--- config.mk ---
export PLATFORM = sky130hd
export DESIGN_NAME = rdq_ctrl
export DESIGN_NICKNAME = d
export VERILOG_FILES = /design/src/rdq_pkg.sv /design/src/rdq_ctrl.sv
export SDC_FILE = /design/constraint.sdc
export NUM_CORES = 1
export LEC_CHECK = 0
export ABC_AREA = 1
export BUFFER_PORTS_ARGS = -buffer_cell sky130_fd_sc_hd__buf_2
export CAP_MARGIN = 5
export CORE_AREA = 5 5 42 44
export CTS_CLUSTER_SIZE = 25
export DETAILED_ROUTE_END_ITERATION = 10
export DIE_AREA = 0 0 47 49
export MAX_ROUTING_LAYER = met4
export PLACE_DENSITY = 0.48
export SYNTH_ARGS = -nofsm -noshare
export SYNTH_HDL_FRONTEND = slang
export SYNTH_SLANG_ARGS = --single-unit
--- constraint.sdc ---
create_clock -name clk -period 2.7 [get_ports clk]
set_input_delay 0.135 -clock clk [delete_from_list [all_inputs] [get_ports clk]]
set_output_delay 0.135 -clock clk [all_outputs]
set_load 0.02 [all_outputs]
--- src/rdq_pkg.sv ---
// ----------------------------------------------------------------------------
// rdq_pkg: shared types and codes of the reversible deque
// Operation codes, result status codes, and the command and status groups
// that pass between the controller and the datapath.
// ----------------------------------------------------------------------------
package rdq_pkg;

    // Operation codes carried on the mode field.
    localparam logic [2:0] MODE_REVERSE    = 3'd0;
    localparam logic [2:0] MODE_POP_BACK   = 3'd1;
    localparam logic [2:0] MODE_POP_FRONT  = 3'd2;
    localparam logic [2:0] MODE_PUSH_BACK  = 3'd3;
    localparam logic [2:0] MODE_PUSH_FRONT = 3'd4;

    // Result status codes.
    localparam logic [1:0] ST_OK    = 2'd0;
    localparam logic [1:0] ST_EMPTY = 2'd1;
    localparam logic [1:0] ST_FULL  = 2'd2;

    // Commands from the controller to the datapath.
    typedef struct packed {
        logic load;      // capture the incoming beat
        logic exec;      // apply the captured operation to the ring
        logic out_fail;  // load an empty or full status into the result
        logic out_data;  // load the word read from the ring into the result
    } rdq_cmd_t;

    // Status from the datapath to the controller.
    typedef struct packed {
        logic is_pop;
        logic is_push;
        logic empty;
        logic full;
    } rdq_stat_t;

endpackage

--- src/rdq_ctrl.sv ---
// ----------------------------------------------------------------------------
// rdq_ctrl: operation sequencer of the reversible deque
// Steps each accepted beat through capture, execution and, for a pop that
// finds data, a ring read before the result strobe.
// ----------------------------------------------------------------------------
module rdq_ctrl
    import rdq_pkg::*;
(
    input  logic      clk,
    input  logic      rst_n,
    input  logic      start,
    input  rdq_stat_t stat,
    output rdq_cmd_t  cmd,
    output logic      busy,
    output logic      done
);

    localparam logic [1:0] S_IDLE = 2'd0;
    localparam logic [1:0] S_EXEC = 2'd1;
    localparam logic [1:0] S_READ = 2'd2;

    logic [1:0] state_reg;
    logic [1:0] state_next;
    logic       done_reg;
    logic       done_next;
    logic       fail;

    // A pop from an empty queue or a push into a full one reports at once.
    assign fail = (stat.is_pop && stat.empty) || (stat.is_push && stat.full);

    // Next-state and command decode.
    always_comb
    begin
        state_next   = state_reg;
        done_next    = 1'b0;
        cmd.load     = 1'b0;
        cmd.exec     = 1'b0;
        cmd.out_fail = 1'b0;
        cmd.out_data = 1'b0;
        case (state_reg)
            S_IDLE:
            begin
                if (start)
                begin
                    cmd.load   = 1'b1;
                    state_next = S_EXEC;
                end
            end
            S_EXEC:
            begin
                cmd.exec     = 1'b1;
                cmd.out_fail = fail;
                done_next    = fail;
                if (stat.is_pop && !stat.empty)
                begin
                    state_next = S_READ;
                end
                else
                begin
                    state_next = S_IDLE;
                end
            end
            S_READ:
            begin
                cmd.out_data = 1'b1;
                done_next    = 1'b1;
                state_next   = S_IDLE;
            end
            default:
            begin
                state_next = S_IDLE;
            end
        endcase
    end

    // State and result strobe registers.
    always_ff @(posedge clk or negedge rst_n)
    begin
        if (!rst_n)
        begin
            state_reg <= S_IDLE;
            done_reg  <= 1'b0;
        end
        else
        begin
            state_reg <= state_next;
            done_reg  <= done_next;
        end
    end

    assign busy = (state_reg != S_IDLE);
    assign done = done_reg;

`ifndef SYNTHESIS
    // A result beat only follows a cycle in which an operation was in flight.
    a_done_after_work: assert property (@(posedge clk) disable iff (!rst_n)
        done_reg |-> $past(state_reg != S_IDLE))
        else $error("result strobe without an operation in flight");

    // The ring read cycle always ends in a result beat.
    a_read_gives_done: assert property (@(posedge clk) disable iff (!rst_n)
        state_reg == S_READ |=> done_reg)
        else $error("ring read did not produce a result");

    // An accepted beat always moves the sequencer into execution.
    a_accept_to_exec: assert property (@(posedge clk) disable iff (!rst_n)
        start && !busy |=> state_reg == S_EXEC)
        else $error("accepted beat did not start execution");
`endif

endmodule

==> qor.csv <==
metric,value,unit
status,"complete, no violations",
grtUsageTotal,4.85,%
cp-start-kind,register,
cts_root_buffer,clkbuf_4,
clock_latency,0.23,ns
rsz0062_at_grt,no,
hold_buffers,1,
filler_cell_count,161,
power,0.322,mW
crit_fanout,4,
die_x,47,um
clock_path_buffers,2,
yosysTopAreaCellShare,35.9,%
post_cts_resized,0,
ys_seq_elements,3,
setup_viol,0,
wl,447,um
cts_tree,yes,
grt_max_degree,5,
drc,0,
ys_warn_count,0,
antenna_found_initial,0,
synthesis.area,209,um2
hp-class,in -> reg,
finalHoldViolCount,0,
via_count,212,
drv_slew,0,
grt_pass1_wl,731,um
clk_pin_slew,0.04,ns
synthesis.instances,27,
grt_overflow,0,
wl_per_cell,7.45,um
core,1400,um2
start_util,14.9,%
die_h,49,um
post_cts_buffers,0,
fp-row-count,14,
clock-sinks,3,
period_needed,1.39,ns
yosysUniqueCellTypes,7,
worst_slew_pin_slew,0.126,ns
h-tree-depth,1,
fin_crit_sh,51.7,%
vias_per_cell,3.53,
drtPass1Iterations,2,
globalplace.congestion,0.650,
crit_arrival,1.26,ns
yosys.area.top_type,dfrtp_1,
drive_above_1_share,34.1,%
antenna_cells,0,
synth_nets,38,
syn_area_per_cell,7.74,um2
cp-end-kind,output pin,
final_nets,56,
cts-buffers-inserted,3,
drt_iter0_markers,1,
grt_pass1_vias,208,
yosysSeqAreaShare,35.9,%
ys_top_cells_by_area,"dfrtp_1 36%, ha_1 24%, inv_1 14%, nand2_1 11%, nand3_1 9.6%",
largest_reg_flops,2,
worstPathRequired,2.57,ns
critical_path_class,reg -> out,
area.growth.synth_to_final,55.7,%
hold_ws,0.186,ns
cap_viol_max_count,0,
vdd_ir_drop_max,0.161,mV
io_pins,13,
dieArea,2300,um2
fmax,0.717,GHz
hpwl,387,um
ant_nets,0,
skew,0.00272,ns
setup-tns-final,0,ns
place.port_buffers,12,
slew_headroom,91.6,%
power_density,989,nW/um2
p_leak,0.211,nW
[metal layers]
layer,share of wire [%],track usage [%],vias to the layer above
li1,-,-,114
met1,30,4.21,90
met2,59,7.47,6
met3,7.2,0,2
met4,3.6,6.91,0
met5,0,-,-
[stage by stage]
| stage | instance area [um2] | utilization (%) | std cells | worst slack, ns |
|---|---|---|---|---|
| after global routing | 325 | 23.2 | 60 | 1.17 |
| after CTS | 325 | 23.2 | 60 | 1.28 |
| final | 325 | 23.2 | 60 | 1.31 |
| after detailed placement | 289 | 20.6 | 55 | 1.54 |
| after floorplan | 209 | - | 27 | 1.48 |
| after global placement | 289 | 20.6 | 55 | 1.56 |
[worst max-delay path, cell delays in order, from the launching register on]
cell,delay [ns]
dfrtp_1,0.39
inv_1,0.10
ha_1,0.21
nand3_1,0.10
nand2_1,0.07
buf_2,0.15
[Yosys cell counts, drive strengths merged]
master	count
dfrtp	3
ha	4
o21ai	1
nand4	1
inv	8
nand3	4
nand2	6
[logic make-up after synthesis]
logic type / count (synthesis) / synth area share [%]
adder cells (fa/ha/maj): 4 / 24.0
buffers and inverters: 8 / 14.4
AND/OR/NAND/NOR: 11 / 23.4
flip-flops: 3 / 35.9
AO/OA/AOI/OAI: 1 / 2.39
[area by class of cell]
class | instances | area [um2] | share of cell area, %
tap | 16 | 20.0 | 6.15
inverter | 8 | 30.0 | 9.23
multi-input combinational | 16 | 104 | 31.9
timing repair buffer | 13 | 70.1 | 21.5
sequential | 3 | 75.1 | 23.1
clock buffer | 4 | 26.3 | 8.08
[layout by cell type, fill, tap and decap left out]
master	synthesis	routed
ha_1	4	4
nand2_1	6	6
o21ai_1	1	1
inv_1	8	8
clkbuf_1	0	1
clkbuf_4	0	3
nand4_1	1	1
dlygate4sd3_1	0	1
dfrtp_1	3	3
buf_2	0	12
nand3_1	4	4
[report_power, final]
| group | total, mW | switching [mW] | internal, mW | leakage [nW] |
|---|---|---|---|---|
| logic | 0.173 | 0.113 | 0.0604 | 0.157 |
| registers | 0.0705 | 0.00874 | 0.0618 | 0.0390 |
| clock network | 0.0779 | 0.0226 | 0.0553 | 0.0150 |
| total | 0.322 | 0.144 | 0.178 | 0.211 |
[final timing paths]
kind	startpoint	to	slack, ns	depth (start not counted)
worst max-delay path	state_reg[1]	cmd[1]	1.31	5
worst max register to register	state_reg[0]	state_reg[1]	1.61	5
worst min-delay path	start	state_reg[1]	0.19	4
worst min register to register	state_reg[1]	state_reg[1]	0.55	2
max in group asynchronous	rst_n	done	2.37	2
min in group asynchronous	rst_n	state_reg[0]	0.23	2
(Power assumes the default switching activity.)
